## src/design/pcc_pkg.sv

```systemverilog
// ----------------------------------------------------------------------------
// pcc_pkg
// Shared types and constants of the pileup consensus caller: transfer
// payloads, item kinds and the command and status groups between the
// controller and the datapath.
// ----------------------------------------------------------------------------
package pcc_pkg;

   // item kinds
   localparam logic [1:0] KIND_ADD   = 2'd0;
   localparam logic [1:0] KIND_CALL  = 2'd1;
   localparam logic [1:0] KIND_CLEAR = 2'd2;
   localparam logic [1:0] KIND_NONE  = 2'd3;

   // saturation limits and register reset value
   localparam int unsigned COV_WIDTH      = 18;
   localparam logic [17:0] COV_MAX        = 18'h3FFFF;
   localparam logic [8:0]  MISMATCH_MAX   = 9'h1FF;
   localparam logic [8:0]  THRESH_RESET   = 9'd128;

   // input transfer payload
   typedef struct packed {
      logic [1:0] kind;
      logic [7:0] position;
      logic [1:0] base;
   } req_type;

   // result transfer payload
   typedef struct packed {
      logic [1:0]  called_base;
      logic        replaced;
      logic        changed;
      logic [17:0] coverage;
      logic [8:0]  mismatch_count;
   } rsp_type;

   // controller to datapath commands, at most one per cycle
   typedef struct packed {
      logic clear_step;
      logic capture;
      logic update;
      logic rank_pair;
      logic rank_final;
      logic product;
      logic finish;
   } cmd_type;

   // datapath to controller status
   typedef struct packed {
      logic clear_last;
   } status_type;

endpackage

```

## src/design/pcc_ctrl.sv

```systemverilog
// ----------------------------------------------------------------------------
// pcc_ctrl
// Controller of the pileup consensus caller: table clearing after reset,
// input and result handshakes and the sequence of datapath steps per item.
// ----------------------------------------------------------------------------
module pcc_ctrl
   import pcc_pkg::*;
(
   input  logic       clock,
   input  logic       reset,
   input  logic       req_valid,
   output logic       req_ready,
   output logic       rsp_valid,
   input  logic       rsp_ready,
   input  status_type status,
   output cmd_type    cmd
);

   localparam logic [2:0] ST_CLEAR = 3'd0;
   localparam logic [2:0] ST_IDLE  = 3'd1;
   localparam logic [2:0] ST_READ  = 3'd2;
   localparam logic [2:0] ST_PAIR  = 3'd3;
   localparam logic [2:0] ST_RANK  = 3'd4;
   localparam logic [2:0] ST_MUL   = 3'd5;
   localparam logic [2:0] ST_DONE  = 3'd6;

   logic [2:0] state_ff;
   logic [2:0] state_in;
   logic       rsp_valid_ff;
   logic       rsp_valid_in;

   // next state and commands
   always_comb begin
      state_in  = state_ff;
      cmd       = '0;
      req_ready = 1'b0;
      unique case (state_ff)
         ST_CLEAR: begin
            cmd.clear_step = 1'b1;
            if (status.clear_last) begin
               state_in = ST_IDLE;
            end
         end
         ST_IDLE: begin
            req_ready = 1'b1;
            if (req_valid) begin
               cmd.capture = 1'b1;
               state_in    = ST_READ;
            end
         end
         ST_READ: begin
            cmd.update = 1'b1;
            state_in   = ST_PAIR;
         end
         ST_PAIR: begin
            cmd.rank_pair = 1'b1;
            state_in      = ST_RANK;
         end
         ST_RANK: begin
            cmd.rank_final = 1'b1;
            state_in       = ST_MUL;
         end
         ST_MUL: begin
            cmd.product = 1'b1;
            state_in    = ST_DONE;
         end
         ST_DONE: begin
            // wait until the output register is free or being emptied
            if (!rsp_valid_ff || rsp_ready) begin
               cmd.finish = 1'b1;
               state_in   = ST_IDLE;
            end
         end
         default: begin
            state_in = ST_CLEAR;
         end
      endcase
   end

   // result valid flag
   always_comb begin
      priority if (cmd.finish) begin
         rsp_valid_in = 1'b1;
      end else if (rsp_ready) begin
         rsp_valid_in = 1'b0;
      end else begin
         rsp_valid_in = rsp_valid_ff;
      end
   end

   always_ff @(posedge clock) begin
      if (reset) begin
         state_ff     <= ST_CLEAR;
         rsp_valid_ff <= 1'b0;
      end else begin
         state_ff     <= state_in;
         rsp_valid_ff <= rsp_valid_in;
      end
   end

   assign rsp_valid = rsp_valid_ff;

endmodule

```

## config.mk

```make
export PLATFORM = sky130hd
export DESIGN_NAME = pcc_ctrl
export DESIGN_NICKNAME = d
export VERILOG_FILES = /design/src/design/pcc_pkg.sv /design/src/design/pcc_ctrl.sv
export SDC_FILE = /design/constraint.sdc
export NUM_CORES = 1
export LEC_CHECK = 0
export ABC_AREA = 1
export BUFFER_PORTS_ARGS = -buffer_cell sky130_fd_sc_hd__buf_2
export CAP_MARGIN = 10
export CELL_PAD_IN_SITES_DETAIL_PLACEMENT = 1
export CELL_PAD_IN_SITES_GLOBAL_PLACEMENT = 1
export CORE_AREA = 2 2 39 41
export CTS_CLUSTER_DIAMETER = 30
export DETAILED_ROUTE_END_ITERATION = 10
export DIE_AREA = 0 0 41 43
export PLACE_DENSITY = 0.66
export SYNTH_ARGS = -nofsm -noshare
export SYNTH_HDL_FRONTEND = slang
export SYNTH_SLANG_ARGS = --single-unit
```

## constraint.sdc

```tcl
create_clock -name clock -period 1.1 [get_ports clock]
set_input_delay 0.055 -clock clock [delete_from_list [all_inputs] [get_ports clock]]
set_output_delay 0.055 -clock clock [all_outputs]
set_load 0.01 [all_outputs]
```

==> reports/results.ini, run 1 <==
[status]
status=complete, but fails checks
violations=setup timing

[critical_path]
crit_path_max_incr_delay_ns=0.37
crit_family=flip-flops
cp-end-kind=output pin
cp-start-kind=flop
arrival_ns=1.08
critPathKind=flop to output pin
rr_worst_depth=6
cp.required_ns=1.04
path_cells=inv_4 > buf_6 > nor3_4 > buf_2
crit_buf_inv=3
crit_slowest_cell=dfxtp_4
critical_path.max_fanout=3
crit_cells=4

[timing]
max_freq_ghz=0.884
hold_viol_final=0
maxSlewHeadroom_pct=89.7
layout_setup_ws_ns=-0.0313
fin_crit_sh_pct=103
rsz0062_at_grt=yes
whs_ns=0.146
setup_viol=2
clock_skew_ns=0.00413
slew_violations=0
tns_ns=-0.0444
post-route-min-period_ns=1.13
worst_pin_slew_ns=0.153

[power_and_ir_drop]
internal_power_mw=0.472
p_clk_share_pct=22.9
p_sw_mw=0.304
p_per_area_nw_per_um2=1530
power_mw=0.776
swShare_pct=39.1
comb_power_share_pct=48.9
pwr-share-seq_pct=28.2
power_leakage_nw=0.281
ir_drop_v=0.000568

[grt]
grt_first_pass_wirelength_mm=1.32
antenna_found_initial=0
grt_max_degree=7
grt_usage_pct=11.9
overflow=0
grt_pass1_vias=333

[route]
vias_per_cell=4.18
num_vias=351
firstDrtPassIters=2
routed_wl_um=959
routedWlPerCell_um=11.4
drtIter0Drc=1
route.detailed.drc=0
antenna_left=0

[placement]
gp_congestion=0.699
port_buffers=13
dpl_cell_area_um2=370
hpwl_um=594

[clock_tree]
insertion_delay_ns=0.23
cts_sinks=4
cts_buffers=3
clkTransAtPathRegs_ns=0.03
clockBufferDepth=2
cts_tree=done
root_buffer=clkbuf_4
h-tree-depth=1

[yosys]
synthTopCellsByArea=dfxtp_1 30%, inv_1 13%, nor2_1 13%
synthesis.area_um2=270
synth_fp_nets=49
yosys_warnings=0
ys_ff_latch=4
avgSynthCellArea_um2=6.14
ys_seq_area_share_pct=29.6
synth_top_area_cell=dfxtp_1
synth_edf_count=0
ys_top_cells_by_count=9 x inv_1, 9 x nor2_1, 6 x nand2_1
ys_async_sr_fraction_pct=0
synth_top_area_share_pct=29.6
syn_inst=44
ys_types=14
ys.flop_type=dfxtp_1

[flow_run]
drv_cap=0

[die]
initial_core_util_pct=19.5
std_cell_rows=14
chipHeight_um=43
die-area_um2=1760
ios=14
core_um2=1380
chipWidth_um=41

[finish]
drive_gt1_share_pct=63.2
stdcell_area_um2=505
layout.nets=75
diodes=0
utilization_pct=36.5
area_growth_pct=87.0

[min_path]
hold_class=input pin to flop
min_delay_path_depth=4

[worst min-delay path, stage by stage]
cell     delay, ns
buf_2         0.08
nor2_2        0.04
nand3_2       0.08
a21oi_1       0.07
[layout make-up]
type	instances	area, um2
multi-input cells	27	183
inverters	12	50.0
well taps	16	20.0
repair buffers	22	139
clock buffers	3	22.5
flip-flops and latches	4	91.3
fillers	174	878
[power by group through the flow]
| stage | clock network [mW] | registers, mW | logic [mW] |
|---|---|---|---|
| after floorplan | 0 | 0.189 | 0.176 |
| after global placement | 0 | 0.192 | 0.272 |
| after detailed placement | 0 | 0.194 | 0.277 |
| after CTS | 0.189 | 0.216 | 0.354 |
| after global routing | 0.195 | 0.222 | 0.419 |
| final | 0.178 | 0.219 | 0.379 |
[cells by family after synthesis]
kind of cell / synth area share (%)
compound gates: 11.1
simple gates: 39.8
flops: 29.6
buf+inv: 19.4
[repair_timing]
item | CTS | global route
gates resized for setup | 14 | 7
pin swaps | 3 | 4
buffers inserted | 5 | 1
endpoints found under the hold margin | 1 | 0
hold buffers | 1 | 0
setup endpoints to repair | 6 | 11
[through the flow]
stage | setup WS, ns | std cells
finish | -0.0313 | 84
global placement | 0.0243 | 75
global route | -0.0713 | 84
floorplan | 0.0960 | 44
CTS | -0.0360 | 83
detailed placement | 0.0251 | 75
[worst paths after layout]
path | from | end | slack, ns
max | state_ff[1] | cmd[3] | -0.03
min | rsp_ready | state_ff[2] | 0.15
max reg2reg | state_ff[1] | state_ff[2] | 0.02
min reg2reg | state_ff[2] | state_ff[2] | 0.60
[state kept, by name (all words and copies together), names as in the netlist]
register   flops
state_ff       3
rsp_valid      1
[per-layer routing]
layer	GRT usage [%]	share of wire, %	vias up
li1	-	-	180
met1	10.6	35	163
met2	21.3	60	6
met3	1.57	3.2	2
met4	10.0	1.1	0
met5	0	0	-
[placed cells by master (no fill, tap or decap), types with 2 or more instances in the layout]
master    Yosys  routed
nor2_4        0       2
nor2_2        2       2
nand2_1       6       4
inv_1         9       8
buf_2         0      13
nand2_2       0       2
clkbuf_4      0       3
nor2_1        9       7
dfxtp_4       0       3
inv_4         0       2
nand3_2       0       3
buf_4         1       7
inv_2         3       2
No activity file was read; power rests on OpenSTA's default activity.
==> run 2: changes to the inputs <==
--- a/config.mk
+++ b/config.mk
@@ -15,6 +15,7 @@
 export DETAILED_ROUTE_END_ITERATION = 10
 export DIE_AREA = 0 0 41 43
 export PLACE_DENSITY = 0.66
+export RECOVER_POWER = 100
 export SYNTH_ARGS = -nofsm -noshare
 export SYNTH_HDL_FRONTEND = slang
 export SYNTH_SLANG_ARGS = --single-unit
==> constraint.sdc (replaced) <==
create_clock -name clock -period 1.1 [get_ports clock]
set_input_delay 0.055 -clock clock [delete_from_list [all_inputs] [get_ports clock]]
set_output_delay 0.055 -clock clock [all_outputs]
set_load 0.1 [all_outputs]
==> run 2 against run 1 <==
The run still ends with setup timing left; routed wire length grew 3.5%; register-to-register slack lost 0.03 ns; via count grew 3.4%; critical path depth grew 2.
==> reports/results.ini, run 2 (same netlist as run 1, synthesis figures left out) <==
[critical_path]
crit_path_max_incr_delay_ns=0.37
arrival_ns=1.17
rr_worst_depth=8
cp-start-kind=flop
critPathKind=flop to output pin
path_cells=inv_4 > nor2_4 > buf_6 > nand2_4 > clkinvlp_4 > buf_12
crit_slowest_cell=dfxtp_4
cp-end-kind=output pin
critical_path.max_fanout=3
cp.required_ns=1.04

[finish]
final_common_cell=buf_12
layout.nets=76
area_growth_pct=159
stdcell_area_um2=701
final_cell_mix=8 x buf_12, 7 x nor2_4, 7 x buf_4
drive_gt1_share_pct=77.1
largest_reg_flops=3
top_register=state_ff
diodes=0

[timing]
max_freq_ghz=0.817
slew_violations=0
maxSlewHeadroom_pct=79.9
setup_viol=9
post-route-min-period_ns=1.22
hold_viol_final=0
fin_crit_sh_pct=111
clock_skew_ns=0.00559
tns_ns=-0.690
rsz0062_at_grt=yes
worst_pin_slew_ns=0.303
layout_setup_ws_ns=-0.124

[grt]
grt_usage_pct=14.0
grt_pass1_vias=380
grt_first_pass_wirelength_mm=1.55
grt_max_degree=7
overflow=0
antenna_found_initial=0

[power_and_ir_drop]
comb_power_share_pct=69.6
p_clk_share_pct=14.6
internal_power_mw=0.656
pwr-share-seq_pct=15.8
power_mw=1.36
power_leakage_nw=0.300
ir_drop_v=0.000724
p_per_area_nw_per_um2=1940
swShare_pct=51.6
p_sw_mw=0.701

[die]
chipWidth_um=41
chipHeight_um=43
core_um2=1380
ios=14
die-area_um2=1760
std_cell_rows=14
initial_core_util_pct=19.5

[clock_tree]
root_buffer=clkbuf_4
clockBufferDepth=2
cts_tree=done
insertion_delay_ns=0.23
h-tree-depth=1
cts_buffers=3
cts_sinks=4
clkTransAtPathRegs_ns=0.04

[flow_run]
drv_cap=0

[placement]
dpl_cell_area_um2=548
port_buffers=13
hpwl_um=627
gp_congestion=0.784

[route]
vias_per_cell=4.22
num_vias=363
routed_wl_um=993
route.detailed.drc=0
antenna_left=0
routedWlPerCell_um=11.5
drtIter0Drc=3
firstDrtPassIters=3

[status]
violations=setup timing
status=complete, but fails checks

[min_path]
min_delay_path_depth=3
hold_class=input pin to flop

==> run 2: changes by cell type in the layout (fill, tap and decap cells not counted), moves of 2 or more <==
cell	before	now
buf_2	13	4
buf_12	0	8
nor2_1	7	1
nor2_4	2	7
inv_1	8	4
clkinvlp_4	0	2
inv_2	2	4
nand3_2	3	1
==> run 2: final timing paths <==
| check | slack [ns] | from | endpoint |
|---|---|---|---|
| worst max-delay path | -0.12 | state_ff[1] | cmd[4] |
| worst min-delay path | 0.18 | rsp_ready | rsp_valid |
| worst max register to register | -0.01 | state_ff[1] | state_ff[1] |
| worst min register to register | 0.65 | rsp_valid | rsp_valid |
==> run 2: metal layers <==
layer	wire length [um]	vias to the layer above	track usage, %	share of wire, %
met2	610	8	22.8	61
met5	0	-	0	0
met1	338	170	13.5	34
met4	12	0	12.0	1.2
li1	-	183	-	-
met3	32	2	3.14	3.2
==> run 2: power groups by stage <==
stage	combinational (mW)	sequential (mW)	clock [mW]
floorplan	0.545	0.199	0
global placement	0.794	0.197	0
detailed placement	0.800	0.200	0
CTS	0.893	0.209	0.209
global route	0.998	0.219	0.223
finish	0.944	0.215	0.198
==> run 2: stage by stage <==
stage,setup slack (ns),std cells,util (%),hold WS (ns)
floorplan,-0.395,44,-,0.114
global placement,0.0418,73,39.6,0.223
detailed placement,0.0300,73,39.6,0.228
CTS,-0.137,84,48.7,0.109
global route,-0.182,86,50.6,0.187
finish,-0.124,86,50.6,0.183
==> run 2: critical path: cells and delay by family, from the launching register on <==
family,cells,cell delay [ns]
flops,1,0.37
buf+inv,4,0.43
simple gates,2,0.14
==> run 2: area by class of cell <==
class / instances / area [um2]
fillers: 160 / 683
flip-flops and latches: 4 / 95.1
repair buffers: 23 / 273
multi-input cells: 27 / 229
inverters: 12 / 57.6
well taps: 16 / 20.0
clock buffers: 4 / 26.3
==> run 2: what timing repair did <==
action,in CTS,in global routing
setup buffers,6,2
resized for setup,14,7
endpoints found under the setup margin,8,12
pin swaps,2,5
hold buffers,1,0
hold endpoints to repair,1,0
==> run 3: changes to the inputs <==
--- a/config.mk
+++ b/config.mk
@@ -16,6 +16,7 @@
 export DIE_AREA = 0 0 41 43
 export PLACE_DENSITY = 0.66
 export RECOVER_POWER = 100
+export SETUP_SLACK_MARGIN = 0.2
 export SYNTH_ARGS = -nofsm -noshare
 export SYNTH_HDL_FRONTEND = slang
 export SYNTH_SLANG_ARGS = --single-unit
==> run 3 against run 2 <==
The flow still finishes with violations (setup timing); sequential share of layout area is 0.31 points lower; utilization rose by 1.2 points; first-iteration DRC count is 100% lower; combinational power up 4.4%; die area unchanged; sequential power up 2%; critical path depth down 2; maximum frequency down 3.2%; largest power group unchanged.
==> reports/results.ini, run 3 (same netlist as run 1, synthesis figures left out) <==
[placement]
port_buffers=13
gp_congestion=0.795
hpwl_um=711
pre_cts_ws_ns=-0.0289

[grt]
antenna_found_initial=0
grt_usage_pct=14.2
grt_pass1_vias=388
grt_first_pass_wirelength_mm=1.60
grt_max_degree=7
overflow=0

[finish]
area_growth_pct=165
drive_gt1_share_pct=79.7
fill_cells=160
layout.nets=75
final_common_cell=buf_12
utilization_pct=51.8
largest_reg_flops=3
top_register=state_ff
final_cell_mix=9 x buf_12, 8 x nor2_4, 5 x buf_4
diodes=0

[clock_tree]
h-tree-depth=1
cts_buffers=3
clkTransAtPathRegs_ns=0.04
cts_tree=done
insertion_delay_ns=0.23
cts_sinks=4
clockBufferDepth=2
root_buffer=clkbuf_4

[critical_path]
critPathKind=flop to output pin
cp-start-kind=flop
r2r-start=state_ff[1]
rr_worst_depth=9
r2r_slack_ns=-0.08
arrival_ns=1.21
crit_path_frequent_cell=buf_12
crit_path_max_incr_delay_ns=0.37
startpoint=state_ff[1]
critical_path.max_fanout=3
path_cells=inv_4 > buf_12 > nor3_4 > buf_12
worstSetupEndpoint=cmd[3]
cp.required_ns=1.04
crit_slowest_cell=dfxtp_4
regToRegEndpoint=state_ff[1]
cp-end-kind=output pin

[status]
status=complete, but fails checks
violations=setup timing

[timing]
layout_setup_ws_ns=-0.166
whs_ns=0.140
hold_viol_final=0
rsz0062_at_grt=yes
maxSlewHeadroom_pct=80.1
setup_viol=11
worst_pin_slew_ns=0.300
fin_crit_sh_pct=115
slew_violations=0
tns_ns=-1.06
clock_skew_ns=0.00551
post-route-min-period_ns=1.27
max_freq_ghz=0.790

[route]
vias_per_cell=4.06
num_vias=345
route.detailed.drc=0
routedWlPerCell_um=11.3
firstDrtPassIters=1
routed_wl_um=961
drtIter0Drc=0
antenna_left=0

[die]
initial_core_util_pct=19.5
chipHeight_um=43
ios=14
core_um2=1380
chipWidth_um=41
std_cell_rows=14
die-area_um2=1760

[power_and_ir_drop]
ir_drop_v=0.000912
power_leakage_nw=0.304
power_mw=1.40
p_per_area_nw_per_um2=1960

[flow_run]
drv_cap=0

[min_path]
hold_class=input pin to flop

-- run 3: cell types whose count changed in the layout (fill, tap and decap cells not counted), sizes merged --
cell,change
buf,-1
-- run 3: what timing repair did --
action                                 CTS  global route
hold buffers                             1             0
setup endpoints to repair               12            12
endpoints found under the hold margin    1             0
pin swaps                                2             2
gates resized for setup                 17             2
setup buffers                            5             1
-- run 3: routing by layer --
metal / GRT usage (%) / part of all wire (%) / vias to the layer above
met5: 0 / 0 / -
met4: 8.00 / 0 / 0
met3: 3.14 / 2.0 / 0
met2: 24.4 / 61 / 6
met1: 14.6 / 37 / 157
li1: - / - / 182
-- run 3: cell type report --
type / instances / area (um2) / share of cell area (%)
Timing Repair Buffer: 22 / 278 / 38.7
Inverter: 12 / 60.1 / 8.38
Sequential cell: 4 / 95.1 / 13.3
Multi-Input combinational cell: 27 / 238 / 33.2
Clock buffer: 4 / 26.3 / 3.66
Tap cell: 16 / 20.0 / 2.79
-- run 3: critical path: cells and delay by family (launching register included) --
family	cells	cell delay (ns)
and+or+nand+nor	1	0.22
buffers and inverters	3	0.39
DFF	1	0.37
-- run 3: how the worst min path moves through the flow --
stage / start / end / slack, ns / depth (start not counted)
floorplan: reset / state_ff[2] / 0.11 / 1
global placement: reset / state_ff[2] / 0.22 / 2
detailed placement: reset / state_ff[2] / 0.23 / 2
CTS: rsp_ready / state_ff[2] / 0.13 / 4
global route: rsp_ready / state_ff[2] / 0.14 / 4
finish: rsp_ready / state_ff[2] / 0.14 / 4
-- run 3: report_power, final --
group          leakage [nW]  total, mW  internal [mW]  switching (mW)
Combinational         0.253      0.986          0.386           0.600
Sequential           0.0356      0.220          0.174          0.0465
Clock                0.0150      0.196          0.136          0.0595
-- run 3: through the flow --
stage	instances	area, um2
after global placement	74	573
final	85	717
after detailed placement	74	573
after floorplan	44	358
after CTS	84	714
after global routing	85	717
